[src/rtl/sict_ram.sv]
// generic single write port, single read port ram with registered read
`default_nettype none

module sict_ram #(
   parameter int WIDTH = 32,
   parameter int DEPTH = 128
) (
   input  wire logic                     clock,
   input  wire logic                     we,
   input  wire logic [$clog2(DEPTH)-1:0] waddr,
   input  wire logic [WIDTH-1:0]         wdata,
   input  wire logic [$clog2(DEPTH)-1:0] raddr,
   output logic      [WIDTH-1:0]         rdata
);

   logic [WIDTH-1:0] mem_ff [DEPTH];
   logic [WIDTH-1:0] rdata_ff;

   always_ff @(posedge clock) begin
      if (we) begin
         mem_ff[waddr] <= wdata;
      end
      rdata_ff <= mem_ff[raddr];
   end

   assign rdata = rdata_ff;

endmodule

`default_nettype wire

[config.mk]
export PLATFORM = sky130hd
export DESIGN_NAME = sict_ram
export DESIGN_NICKNAME = d
export VERILOG_FILES = /design/src/rtl/sict_ram.sv
export SDC_FILE = /design/constraint.sdc
export NUM_CORES = 2
export LEC_CHECK = 0
export BUFFER_PORTS_ARGS = -buffer_cell sky130_fd_sc_hd__buf_2
export CELL_PAD_IN_SITES_DETAIL_PLACEMENT = 1
export CELL_PAD_IN_SITES_GLOBAL_PLACEMENT = 2
export CORE_MARGIN = 4
export CORE_UTILIZATION = 57
export CTS_CLUSTER_DIAMETER = 100
export DETAILED_ROUTE_END_ITERATION = 8
export HOLD_SLACK_MARGIN = 0.1
export PLACE_DENSITY_LB_ADDON = 0.15
export SLEW_MARGIN = 15
export SYNTH_ARGS = -nofsm -noshare
export SYNTH_HDL_FRONTEND = slang
export SYNTH_SLANG_ARGS = --single-unit
export TNS_END_PERCENT = 1
[constraint.sdc]
create_clock -name clock -period 10.8 [get_ports clock]
set_input_delay 2.16 -clock clock [delete_from_list [all_inputs] [get_ports clock]]
set_output_delay 2.16 -clock clock [all_outputs]
set_load 0.02 [all_outputs]
==> impl_metrics.yaml <==
detailed_routing:
  drt-pass1-iter-count: 5
  wl_um: 427000
  drtAntennaViolNets: 0
  drc: 0
  wl_per_cell_um: 41.4
  drt-initial-drc-count: 12497
  drt-vias-per-instance: 7.02
  vias: 72435
timing:
  fmax_ghz: 0.182
  worst_pin_slew_ns: 1.24
  rsz0062_at_grt: "no"
  setup_viol: 0
  slew_headroom_pct: 17.0
  period_minus_slack_ns: 5.49
  clock_skew_ns: 0.0678
  period_share_pct: 50.9
  hold_viol_final: 0
  slew_violations: 0
  tns_ns: 0
critical_path:
  startpoint_type: "input pin"
  worstPathArrival_ns: 6.33
  crit_path_max_fanout: 101
  cp_cell_sequence: "buf_12 -> buf_12 -> buf_4 -> mux4_2 -> mux4_2 -> mux4_2 -> mux2_2"
  regToRegSetupSlack_ns: 8.07
  slowest_delay_ns: 0.70
  cp_common_cell: "mux4_2"
  worstSetupPathType: "in -> reg"
  slowest_stage: "buf_12"
  end_kind: "flop"
  required_ns: 11.64
global_routing:
  grt_max_degree: 125
  antenna_found_initial: 58
  grt_pass1_wl_um: 600000
  grt_pass1_vias: 74460
  grt_overflow_total: 0
  grt.total_usage_pct: 30.6
synthesis:
  synth_top_area_share_pct: 78.7
  synth_top_family_by_area: "multiplexers"
  yosys-top-cells-area: "edfxtp_1 (79%), mux4_2 (19%), clkbuf_1 (0.44%), dfxtp_1 (0.41%), nor2_1 (0.29%)"
  synth-seq-cells: 4128
  synth_adder_area_share_pct: 0
  syn_nets: 6038
  yosys_warnings: 0
  synthSimpleGateAreaFrac_pct: 0.446
  synthMuxAreaShare_pct: 19.6
  ys_seq_area_share_pct: 79.1
  post-synth-top-count-cell: "edfxtp_1"
  syn_avg_cell_area_um2: 26.1
  synth-edff-count: 4096
  synth_compound_gate_area_share_pct: 0
  ys_types: 17
  yosys_most_used_dff: "edfxtp_1"
  synth_area_leader_cell: "edfxtp_1"
  synthXorXnorAreaFrac_pct: 0
  synth_area_um2: 156000
  yosys-top-cells-count: "edfxtp_1 (4096), mux4_2 (1344), clkbuf_1 (182), nor2_1 (122), buf_2 (79)"
  ys_async_sr_fraction_pct: 0
  synth_cells: 5990
place:
  place.gp.congestion: 0.791
  port_buffers: 79
  dp_hpwl_um: 227000
floorplanning:
  fp.dieH_um: 532
  start_util_pct: 57.5
  die_w_um: 532
  rows: 191
  die_area_um2: 283000
  core_um2: 272000
  pin_count: 80
power:
  leakagePower_nw: 54.0
  comb_power_share_pct: 5.1
  p_int_mw: 26.4
  p_per_area_nw_per_um2: 191
  ir_drop_mv: 0.159
  swShare_pct: 21.3
  power_frac_clock_pct: 42.1
  seqPwrFrac_pct: 52.8
  power.switching_mw: 7.18
cts:
  hold_buffers: 0
  cts_buffer_depth: 4
  cts_setup_buffers: 0
  cts_root_buf: "clkbuf_16"
  clkTransAtPathRegs_ns: 0.06
  cts.sinks: 4128
  cts_resized: 0
  insertion_delay_ns: 0.97
  cts_tree: "built"
  cts_inserted_buffers: 405
  htreeDepth: 5
job:
  cap_violations: 0
final_layout:
  drive_gt1_share_pct: 35.5
  fin_util_pct: 64.8
  regArea_um2: 124000
  syn_to_final_growth_pct: 12.7
  final_nets: 6422
  multiInputGateArea_um2: 32300
  fillerInstances: 20311
run_status:
  status: "finished clean"
min_path:
  hp-class: "reg -> reg"
==> state kept, by name, indices dropped and copies added, names as in the netlist <==
| signal | flops |
|---|---|
| mem_ff | 4096 |
| rdata | 32 |
==> through the flow <==
step | setup slack, ns | power (mW) | hold WS (ns) | cells | instance area, um^2
after floorplan | 5.40 | 18.9 | 1.07 | 5990 | 156000
after global placement | 4.30 | 19.8 | 1.11 | 9536 | 163000
after detailed placement | 4.29 | 19.8 | 1.11 | 9536 | 163000
after CTS | 5.31 | 33.8 | 1.11 | 10284 | 176000
after global routing | 5.08 | 34.6 | 1.16 | 10302 | 176000
final | 5.31 | 33.6 | 1.10 | 10317 | 176000
==> worst max-delay path, delay by kind of cell <==
kind | cells | cell delay [ns]
multiplexers | 4 | 2.13
buffers and inverters | 3 | 1.71
==> path summary, 6_finish.rpt <==
kind              startpoint         to  cells past startpoint
max                 raddr[0]  rdata[24]                      7
min           mem_ff[87][16]  rdata[16]                      4
max reg2reg  mem_ff[119][30]  rdata[30]                      4
min reg2reg   mem_ff[87][16]  rdata[16]                      4
==> kinds of logic after synthesis <==
| family | Yosys count |
|---|---|
| simple gates | 170 |
| flops | 4128 |
| buf+inv | 316 |
| mux | 1376 |
==> cell usage in the layout, fill, tap and decap left out, types with 8 or more instances in the layout <==
cell,n
clkinv_2,67
buf_2,41
clkinvlp_4,12
buf_12,19
buf_4,228
mux4_2,1344
clkbuf_16,409
clkbuf_8,19
nor2_4,119
edfxtp_1,4096
nor3_2,9
clkbuf_1,87
dfxtp_1,32
clkinv_1,83
bufinv_16,42
inv_6,9
nand3_1,8
nand2_1,11
diode_2,32
mux2_2,32
clkinv_16,8
==> layout make-up <==
cell class	instances	share of cell area [%]
timing repair buffer	293	1.35
clock inverter	233	1.41
sequential	4128	70.2
tap	3570	2.54
multi-input combinational	1546	18.3
clock buffer	515	6.14
antenna	32	0.0455
==> layer usage <==
| metal | share of wire (%) | vias up | global-route usage, % | routed length, um |
|---|---|---|---|---|
| met3 | 11 | 656 | 6.05 | 48900 |
| li1 | - | 27164 | - | - |
| met1 | 38 | 39789 | 46.4 | 164000 |
| met2 | 47 | 4808 | 46.4 | 201000 |
| met5 | 0.027 | - | 0 | 117 |
| met4 | 3.0 | 18 | 8.81 | 12800 |
==> power by group through the flow <==
| stage | sequential [mW] | combinational, mW | clock [mW] |
|---|---|---|---|
| after floorplan | 18.1 | 0.854 | 0 |
| after global placement | 18.1 | 1.66 | 0 |
| after detailed placement | 18.1 | 1.70 | 0 |
| after CTS | 17.8 | 1.71 | 14.3 |
| after global routing | 17.7 | 1.78 | 15.1 |
| final | 17.8 | 1.71 | 14.2 |
Note: power is estimated with default switching activity, not from simulation.
