## config.mk

```make
export PLATFORM = sky130hd
export DESIGN_NAME = sict_build
export DESIGN_NICKNAME = d
export VERILOG_FILES = /design/src/rtl/sict_pkg.sv /design/src/rtl/sict_ram.sv /design/src/rtl/sict_build.sv
export SDC_FILE = /design/constraint.sdc
export NUM_CORES = 1
export LEC_CHECK = 0
export BUFFER_PORTS_ARGS = -buffer_cell sky130_fd_sc_hd__clkbuf_2
export CAP_MARGIN = 15
export CELL_PAD_IN_SITES_DETAIL_PLACEMENT = 0
export CELL_PAD_IN_SITES_GLOBAL_PLACEMENT = 2
export CORE_ASPECT_RATIO = 2
export CORE_UTILIZATION = 51
export DETAILED_ROUTE_END_ITERATION = 10
export GPL_TIMING_DRIVEN = 0
export PLACE_DENSITY = 0.89
export SYNTH_ARGS = -nofsm -noshare
export SYNTH_HDL_FRONTEND = slang
export SYNTH_SLANG_ARGS = --single-unit
```

## constraint.sdc

```tcl
create_clock -name clock -period 20.9 [get_ports clock]
set_clock_uncertainty 0.15 [all_clocks]
set_input_delay 1.045 -clock clock [delete_from_list [all_inputs] [get_ports clock]]
set_output_delay 1.045 -clock clock [all_outputs]
set_load 0.01 [all_outputs]
```

## src/rtl/sict_pkg.sv

```systemverilog
// shared types, codes and constants for the subarray inversion count table
`default_nettype none

package sict_pkg;

   localparam int MAX_N_DEFAULT = 128;

   localparam int CNT_W = 13;
   localparam logic [CNT_W-1:0] CNT_MAX = 13'h1fff;

   localparam int LEN_W = 8;
   localparam logic [LEN_W-1:0] LEN_RESET = 8'd128;

   // request codes
   localparam logic [1:0] REQ_WRITE = 2'd0;
   localparam logic [1:0] REQ_BUILD = 2'd1;
   localparam logic [1:0] REQ_QUERY = 2'd2;

   // status codes
   localparam logic [1:0] STAT_OK        = 2'd0;
   localparam logic [1:0] STAT_BUILT     = 2'd1;
   localparam logic [1:0] STAT_RANGE     = 2'd2;
   localparam logic [1:0] STAT_NOT_BUILT = 2'd3;

   typedef struct packed {
      logic [1:0]         req_type;
      logic [6:0]         position;
      logic signed [31:0] value;
      logic [6:0]         left;
      logic [6:0]         right;
   } req_item_type;

   typedef struct packed {
      logic [CNT_W-1:0] inversion_count;
      logic [1:0]       status;
   } rsp_item_type;

   typedef struct packed {
      logic busy;
      logic done;
   } build_stat_type;

endpackage

`default_nettype wire

```

## src/rtl/sict_ram.sv

```systemverilog
// generic single write port, single read port ram with registered read
`default_nettype none

module sict_ram #(
   parameter int WIDTH = 32,
   parameter int DEPTH = 128
) (
   input  wire logic                     clock,
   input  wire logic                     we,
   input  wire logic [$clog2(DEPTH)-1:0] waddr,
   input  wire logic [WIDTH-1:0]         wdata,
   input  wire logic [$clog2(DEPTH)-1:0] raddr,
   output logic      [WIDTH-1:0]         rdata
);

   logic [WIDTH-1:0] mem_ff [DEPTH];
   logic [WIDTH-1:0] rdata_ff;

   always_ff @(posedge clock) begin
      if (we) begin
         mem_ff[waddr] <= wdata;
      end
      rdata_ff <= mem_ff[raddr];
   end

   assign rdata = rdata_ff;

endmodule

`default_nettype wire

```

## src/rtl/sict_build.sv

```systemverilog
// table build sequencer: one shared compare and saturating accumulate unit
`default_nettype none

module sict_build
   import sict_pkg::*;
#(
   parameter int MAX_N = MAX_N_DEFAULT
) (
   input  wire logic                              clock,
   input  wire logic                              reset,
   input  wire logic                              start,
   input  wire logic [$clog2(MAX_N+1)-1:0]        n,
   output logic      [$clog2(MAX_N)-1:0]          elem_raddr,
   input  wire logic [31:0]                       elem_rdata,
   output logic                                   tbl_we,
   output logic      [2*$clog2(MAX_N)-1:0]        tbl_waddr,
   output logic      [CNT_W-1:0]                  tbl_wdata,
   output build_stat_type                         stat
);

   localparam int AW = $clog2(MAX_N);
   localparam int CW = $clog2(MAX_N + 1);
   localparam int GW = $clog2(MAX_N);

   typedef enum logic [2:0] {
      B_IDLE,
      B_ROW_RD,
      B_ROW_LD,
      B_COL_RD,
      B_COL_UPD,
      B_DONE
   } bstate_type;

   bstate_type         state_ff, state_in;
   logic [AW-1:0]      i_ff, i_in;
   logic [CW-1:0]      j_ff, j_in;
   logic [CW-1:0]      n_ff, n_in;
   logic signed [31:0] vi_ff, vi_in;
   logic [CNT_W-1:0]   run_ff, run_in;

   logic [GW-1:0]      gc_rdata;
   logic [GW-1:0]      gc_old;
   logic [GW-1:0]      gc_new;
   logic               gc_we;
   logic               gt;
   logic [CNT_W:0]     sum;
   logic [CNT_W-1:0]   sat;
   logic [CW-1:0]      j_nxt;
   logic [CW-1:0]      j_first;

   sict_ram #(
      .WIDTH (GW),
      .DEPTH (MAX_N)
   ) u_gc_ram (
      .clock (clock),
      .we    (gc_we),
      .waddr (j_ff[AW-1:0]),
      .wdata (gc_new),
      .raddr (j_ff[AW-1:0]),
      .rdata (gc_rdata)
   );

   assign j_nxt   = j_ff + CW'(1);
   assign j_first = CW'(i_ff) + CW'(1);

   // first touch of column j happens on row j-1, so the count starts at zero there
   assign gt     = vi_ff > $signed(elem_rdata);
   assign gc_old = (j_ff == j_first) ? '0 : gc_rdata;
   assign gc_new = gc_old + GW'(gt);
   assign sum    = {1'b0, run_ff} + (CNT_W+1)'(gc_new);
   assign sat    = (sum > (CNT_W+1)'(CNT_MAX)) ? CNT_MAX : sum[CNT_W-1:0];

   assign gc_we     = (state_ff == B_COL_UPD);
   assign tbl_we    = (state_ff == B_COL_UPD);
   assign tbl_waddr = {i_ff, j_ff[AW-1:0]};
   assign tbl_wdata = sat;

   always_comb begin
      elem_raddr = i_ff;
      if (state_ff == B_COL_RD) begin
         elem_raddr = j_ff[AW-1:0];
      end
   end

   always_comb begin
      state_in = state_ff;
      i_in     = i_ff;
      j_in     = j_ff;
      n_in     = n_ff;
      vi_in    = vi_ff;
      run_in   = run_ff;
      unique case (state_ff)
         B_IDLE: begin
            if (start) begin
               n_in = n;
               i_in = AW'(n - CW'(1));
               if (n == '0) begin
                  state_in = B_DONE;
               end else begin
                  state_in = B_ROW_RD;
               end
            end
         end
         B_ROW_RD: begin
            state_in = B_ROW_LD;
         end
         B_ROW_LD: begin
            vi_in  = $signed(elem_rdata);
            run_in = '0;
            j_in   = j_first;
            if (j_first >= n_ff) begin
               // row holds no pairs
               if (i_ff == '0) begin
                  state_in = B_DONE;
               end else begin
                  i_in     = i_ff - AW'(1);
                  state_in = B_ROW_RD;
               end
            end else begin
               state_in = B_COL_RD;
            end
         end
         B_COL_RD: begin
            state_in = B_COL_UPD;
         end
         B_COL_UPD: begin
            run_in = sat;
            j_in   = j_nxt;
            if (j_nxt >= n_ff) begin
               if (i_ff == '0) begin
                  state_in = B_DONE;
               end else begin
                  i_in     = i_ff - AW'(1);
                  state_in = B_ROW_RD;
               end
            end else begin
               state_in = B_COL_RD;
            end
         end
         B_DONE: begin
            state_in = B_IDLE;
         end
         default: begin
            state_in = B_IDLE;
         end
      endcase
   end

   always_ff @(posedge clock) begin
      if (reset) begin
         state_ff <= B_IDLE;
      end else begin
         state_ff <= state_in;
      end
      i_ff   <= i_in;
      j_ff   <= j_in;
      n_ff   <= n_in;
      vi_ff  <= vi_in;
      run_ff <= run_in;
   end

   assign stat.busy = (state_ff != B_IDLE);
   assign stat.done = (state_ff == B_DONE);

endmodule

`default_nettype wire

```

==> results.sh, run 1 <==
export IMPL_combPwrFrac_pct=17.2
export IMPL_synth_top_family_by_area="multiplexers"
export IMPL_post_cts_setup_buffer_count=0
export IMPL_synthSimpleGateAreaFrac_pct=5.20
export IMPL_period_needed_ps=8980
export IMPL_die_x_um=200
export IMPL_setup_violations_final=0
export IMPL_status="complete, no violations"
export IMPL_hold_buffers=0
export IMPL_slew_violations=0
export IMPL_mostFrequentLayoutCell="edfxtp_1"
export IMPL_grt_use_total_pct=41.3
export IMPL_finalHoldWorstSlack_ps=386
export IMPL_hold_class="input port to flip-flop"
export IMPL_period_share_pct=43.0
export IMPL_post_dp_hpwl_um=114000
export IMPL_overflow=0
export IMPL_post_cts_resized=0
export IMPL_antenna_found_initial=9
export IMPL_power_internal_mw=3.44
export IMPL_die_area_um2=79900
export IMPL_clk_latency_ps=700
export IMPL_power_mw=4.79
export IMPL_cp_arrival_ps=7780
export IMPL_fmax_mhz=111
export IMPL_first_iter_violations=3682
export IMPL_synth_edff_count=964
export IMPL_synth_cells=2427
export IMPL_via_per_inst=6.81
export IMPL_cp_max_fo=22
export IMPL_initial_core_util_pct=51.4
export IMPL_path_clk_slew_ps=70
export IMPL_cts_tree="yes"
export IMPL_area_growth_pct=13.2
export IMPL_power_switching_mw=1.35
export IMPL_final_net_count=2742
export IMPL_endpoint_kind="output pin"
export IMPL_cts_path_max_buffers=3
export IMPL_firstDrtPassIters=6
export IMPL_seq_area_frac_synth_pct=72.6
export IMPL_tightest_slew_ps=1330
export IMPL_synth_compound_area_share_pct=7.16
export IMPL_htree_num_levels=3
export IMPL_synth_fp_nets=2534
export IMPL_synth_flop_cell="edfxtp_1"
export IMPL_core_area_um2=78000
export IMPL_cpMaxStageDelayCell="buf_2"
export IMPL_wl_um=163000
export IMPL_numClockSinks=974
export IMPL_drive_gt1_share_pct=19.1
export IMPL_ys_async_sr_fraction_pct=0
export IMPL_layout_common_cells="964 x edfxtp_1, 217 x nor2_1, 110 x nand2_1"
export IMPL_crit_chain="buf_6 > buf_8 > buf_2 > xnor2_1 > nand2_1 > a311oi_1 > and4_1 > clkbuf_1 > nor2b_1 > ha_4 > ha_4 > xnor2_2 > buf_8 > buf_6 > buf_8 > ha_1 > a21oi_1 > o21ai_0 > a31oi_1 > or3_1 > clkbuf_1 > nand2_1 > clkbuf_2"
export IMPL_rsz0062_at_grt="false"
export IMPL_slew_headroom_pct=11.0
export IMPL_row_count=145
export IMPL_ys_types=68
export IMPL_ios=80
export IMPL_syn_area_per_cell_um2=16.5
export IMPL_grt_pass1_wl_um=216000
export IMPL_crit_top_cell="buf_8"
export IMPL_place_inst=3574
export IMPL_grt_max_degree=80
export IMPL_ir_worst_vdd_mv=0.0871
export IMPL_vias=25400
export IMPL_die_y_um=399
export IMPL_ant_nets=0
export IMPL_seqPwrFrac_pct=49.3
export IMPL_drc=0
export IMPL_stdcell_count=3732
export IMPL_yosys_warnings=0
export IMPL_yosys_register_bits=974
export IMPL_p_clk_share_pct=33.5
export IMPL_synthXorXnorAreaFrac_pct=0.829
export IMPL_maxCapViolCount=0
export IMPL_tns_ps=0
export IMPL_syn_area_um2=40100
export IMPL_start_kind="flip-flop"
export IMPL_finalHoldViolCount=0
export IMPL_cts_made_buffers=83
export IMPL_clockRootBuffer="clkbuf_16"
export IMPL_gp_congestion=1.05
export IMPL_grt_pass1_vias=25200
export IMPL_io_buffers=79
export IMPL_netSwitchingFraction_pct=28.1
export IMPL_synth_fa_ha_area_share_pct=2.01
export IMPL_slowest_delay_ps=630
export IMPL_routedWlPerCell_um=43.6
export IMPL_critPathRequiredTime_ps=19700
export IMPL_power_leakage_nw=15.1
export IMPL_synthMuxAreaShare_pct=9.68
export IMPL_path_class="flip-flop to output pin"
export IMPL_cellPowerDensity_nw_per_um2=106
==> power groups by stage <==
stage	Sequential (mW)	Clock (mW)	Combinational (mW)
final	2.36	1.61	0.825
after global routing	2.36	1.67	0.839
after CTS	2.36	1.60	0.795
after detailed placement	2.40	0	0.793
after global placement	2.47	0	0.688
after floorplan	2.43	0	0.354
==> cells in the mapped netlist (29+ instances only) <==
master | instances | area [um2]
mux2i_1 | 108 | 1080
buf_2 | 50 | 250
a21oi_1 | 72 | 360
nand2_1 | 110 | 413
a22oi_1 | 41 | 308
o21ai_0 | 56 | 280
inv_1 | 49 | 184
mux2_2 | 65 | 732
nand3_1 | 29 | 145
mux4_2 | 89 | 2000
edfxtp_1 | 964 | 28900
a221oi_1 | 90 | 788
o22ai_1 | 35 | 219
nor2_1 | 222 | 833
clkbuf_1 | 72 | 270
ha_1 | 63 | 788
==> metal layers <==
| metal | vias up | share of wire (%) | track usage [%] |
|---|---|---|---|
| met5 | - | 0.022 | 0 |
| met4 | 6 | 11 | 35.9 |
| met3 | 605 | 9.7 | 9.34 |
| met2 | 1933 | 48 | 68.4 |
| met1 | 12900 | 31 | 45.0 |
| li1 | 10000 | - | - |
==> kinds of logic (layout without fill, tap and decap cells) <==
| group | Yosys count | in the layout |
|---|---|---|
| xor gates and xnor gates | 38 | 38 |
| DFF | 974 | 974 |
| muxes | 265 | 265 |
| and+or+nand+nor | 471 | 471 |
| other | 0 | 5 |
| buffers and inverters | 209 | 480 |
| AOI/OAI and AO/OA | 406 | 406 |
| adders and majority gates | 64 | 64 |
==> critical path, delay by kind of cell (launching register included) <==
kind | cells | cell delay, ps
xor gates and xnor gates | 2 | 840
buffers and inverters | 9 | 2920
AOI/OAI and AO/OA | 4 | 1140
and+or+nand+nor | 5 | 1010
DFF | 1 | 400
adders and majority gates | 3 | 670
==> state kept, by name, summed over array words and instances, names as in the netlist <==
| signal | cells |
|---|---|
| u_gc_ram.rdata | 7 |
| j_ff | 8 |
| vi_ff | 32 |
| state_ff | 3 |
| n_ff | 8 |
| u_gc_ram.mem_ff | 896 |
| run_ff | 13 |
| i_ff | 7 |
==> worst paths after layout <==
| path | startpoint | endpoint | slack (ps) | depth (start not counted) |
|---|---|---|---|---|
| min reg2reg | run_ff[8] | run_ff[8] | 600 | 2 |
| min | elem_rdata[30] | vi_ff[30] | 390 | 1 |
| max reg2reg | j_ff[1] | run_ff[5] | 13400 | 23 |
| max | j_ff[1] | tbl_wdata[5] | 11920 | 23 |
==> layout make-up <==
cell class / count / area, um2
inverter: 52 / 195
timing repair buffer: 123 / 1160
antenna: 5 / 12.5
clock inverter: 46 / 488
multi-input combinational: 1244 / 10100
fill: 6016 / 32600
tap: 1029 / 1290
buffer: 157 / 805
clock buffer: 102 / 2250
sequential: 974 / 29100
==> stage by stage <==
step                      area [um2]  setup slack (ps)  utilization [%]
after floorplan                40100             11220                -
after global placement         41800              5660             53.6
after detailed placement       42600             12720             54.6
after CTS                      45300             11940             58.1
after global routing           45400             11680             58.2
final                          45400             11920             58.2
Power figures use the tool's default switching activity.
==> inputs of run 2 (changes only) <==
--- a/config.mk
+++ b/config.mk
@@ -10,10 +10,10 @@
 export CELL_PAD_IN_SITES_DETAIL_PLACEMENT = 0
 export CELL_PAD_IN_SITES_GLOBAL_PLACEMENT = 2
 export CORE_ASPECT_RATIO = 2
-export CORE_UTILIZATION = 51
+export CORE_UTILIZATION = 43
 export DETAILED_ROUTE_END_ITERATION = 10
 export GPL_TIMING_DRIVEN = 0
-export PLACE_DENSITY = 0.89
+export PLACE_DENSITY = 0.81
 export SYNTH_ARGS = -nofsm -noshare
 export SYNTH_HDL_FRONTEND = slang
 export SYNTH_SLANG_ARGS = --single-unit
==> constraint.sdc (replaced) <==
create_clock -name clock -period 7.75 [get_ports clock]
set_clock_uncertainty 0.15 [all_clocks]
set_input_delay 0.3875 -clock clock [delete_from_list [all_inputs] [get_ports clock]]
set_output_delay 0.3875 -clock clock [all_outputs]
set_load 0.01 [all_outputs]
==> run 2 against run 1 <==
Net effect:
- critical path depth fell by 4
- flip-flop and latch count did not move
- clock power rose to 2.9 times the previous value
- core utilization fell by 8.1 points
- first-iteration DRC count fell by 12%
- critical endpoint unchanged
- largest power group unchanged
==> results.sh, run 2 (synthesis results as in run 1) <==
export IMPL_overflow=0
export IMPL_ios=80
export IMPL_clk_latency_ps=730
export IMPL_ir_worst_vdd_mv=0.204
export IMPL_slew_headroom_pct=1.08
export IMPL_critPathRequiredTime_ps=7210
export IMPL_cts_path_max_buffers=3
export IMPL_largest_registers="u_gc_ram.mem_ff: 896 flops, vi_ff: 32 flops, run_ff: 13 flops"
export IMPL_path_class="flip-flop to output pin"
export IMPL_numClockSinks=974
export IMPL_grt_max_degree=75
export IMPL_ant_nets=0
export IMPL_layout_common_cells="964 x edfxtp_1, 217 x nor2_1, 110 x nand2_1"
export IMPL_period_needed_ps=7310
export IMPL_core_area_um2=92500
export IMPL_cp_arrival_ps=6780
export IMPL_cts_made_buffers=85
export IMPL_drc=0
export IMPL_period_share_pct=94.4
export IMPL_initial_core_util_pct=43.4
export IMPL_wl_um=166000
export IMPL_antenna_found_initial=8
export IMPL_finalHoldViolCount=0
export IMPL_tightest_slew_ps=1480
export IMPL_htree_num_levels=3
export IMPL_first_iter_violations=3246
export IMPL_post_dp_hpwl_um=116000
export IMPL_slew_violations=0
export IMPL_mostFrequentLayoutCell="edfxtp_1"
export IMPL_row_count=158
export IMPL_endpoint_kind="output pin"
export IMPL_setup_violations_final=0
export IMPL_grt_pass1_vias=25600
export IMPL_die_x_um=218
export IMPL_cellPowerDensity_nw_per_um2=287
export IMPL_hold_class="input port to flip-flop"
export IMPL_die_y_um=434
export IMPL_via_per_inst=6.44
export IMPL_routedWlPerCell_um=41.9
export IMPL_final_net_count=2786
export IMPL_fin_util_pct=50.1
export IMPL_grt_use_total_pct=35.4
export IMPL_cp_max_fo=74
export IMPL_vias=25500
export IMPL_grt_pass1_wl_um=219000
export IMPL_power_leakage_nw=15.4
export IMPL_fmax_mhz=137
export IMPL_gp_congestion=1.03
export IMPL_rsz0062_at_grt="false"
export IMPL_io_buffers=79
export IMPL_path_clk_slew_ps=80
export IMPL_regMostFlops="u_gc_ram.mem_ff"
export IMPL_largest_register_ffs=896
export IMPL_start_kind="flip-flop"
export IMPL_firstDrtPassIters=5
export IMPL_maxCapViolCount=0
export IMPL_r2r_slack_ps=780
export IMPL_drive_gt1_share_pct=19.1
export IMPL_finalHoldWorstSlack_ps=266
export IMPL_status="complete, no violations"
export IMPL_cts_tree="yes"
export IMPL_clockRootBuffer="clkbuf_16"
export IMPL_area_growth_pct=15.5
export IMPL_die_area_um2=94600
run 2: cell types whose count changed in the layout (fill, tap and decap cells not counted), sizes merged, moves of 2 or more:
cell,change
clkinvlp,+2
clkinv,-4
bufinv,+8
dlygate4sd3,+42
clkbuf,-5
inv,+6
run 2: per-layer routing:
layer,vias up,GRT usage (%),wire length (um)
li1,10100,-,-
met1,13100,36.8,52100
met2,1679,58.6,80700
met3,588,7.72,13800
met4,6,34.0,19000
met5,-,0,37
run 2: worst paths after layout:
check                          from                      to  cells past startpoint
max reg2reg                 j_ff[2]  u_gc_ram.mem_ff[45][3]                      9
min reg2reg  u_gc_ram.mem_ff[36][3]       u_gc_ram.rdata[3]                      4
max                         j_ff[2]            tbl_wdata[5]                     19
min                  elem_rdata[23]               vi_ff[23]                      2
run 2: worst max-delay path, stage by stage (launching register included):
cell and delay (ps):
edfxtp_1 540, buf_2 320, inv_1 130, buf_2 530
xnor2_1 150, a311oi_1 240, and4_2 440, nor2b_1 140
ha_4 200, ha_4 580, buf_16 300, ha_1 320
a21o_1 180, a21oi_1 210, o21ai_0 210, a31oi_2 400
or3_1 250, clkbuf_1 380, nand2_1 170, clkbuf_2 170
run 2: through the flow:
step                total power, mW  setup TNS [ps]  area, um2  instances  setup WS (ps)
finish                         13.3               0      46400       3955            435
CTS                            13.2               0      46300       3945            124
global route                   13.5               0      46300       3950            151
global placement               8.53        -1141420      42000       3706          -4820
floorplan                      7.50               0      40100       2427           69.2
detailed placement             8.66               0      42800       3745            431
run 2: cell type report:
cell class | instances | area, um2
inverter | 52 | 196
clock buffer | 99 | 2200
multi-input combinational | 1245 | 10100
buffer | 155 | 796
tap | 1200 | 1500
fill | 7713 | 46200
timing repair buffer | 166 | 1630
antenna | 6 | 15.0
clock inverter | 58 | 756
sequential | 974 | 29100
run 2: report_power, final:
group / switching, mW / internal, mW
Clock: 2.05 / 2.59
Combinational: 1.65 / 0.648
Sequential: 0.0395 / 6.33
Total: 3.74 / 9.57
run 2: timing repair:
| action | CTS | global route |
|---|---|---|
| setup buffers | 1 | 0 |
| cloned | 1 | 0 |
| hold buffers | 42 | 0 |
| setup endpoints to repair | 8 | 6 |
| gates resized for setup | 2 | 2 |
| hold endpoints to repair | 45 | 0 |
| pin swaps | 2 | 0 |
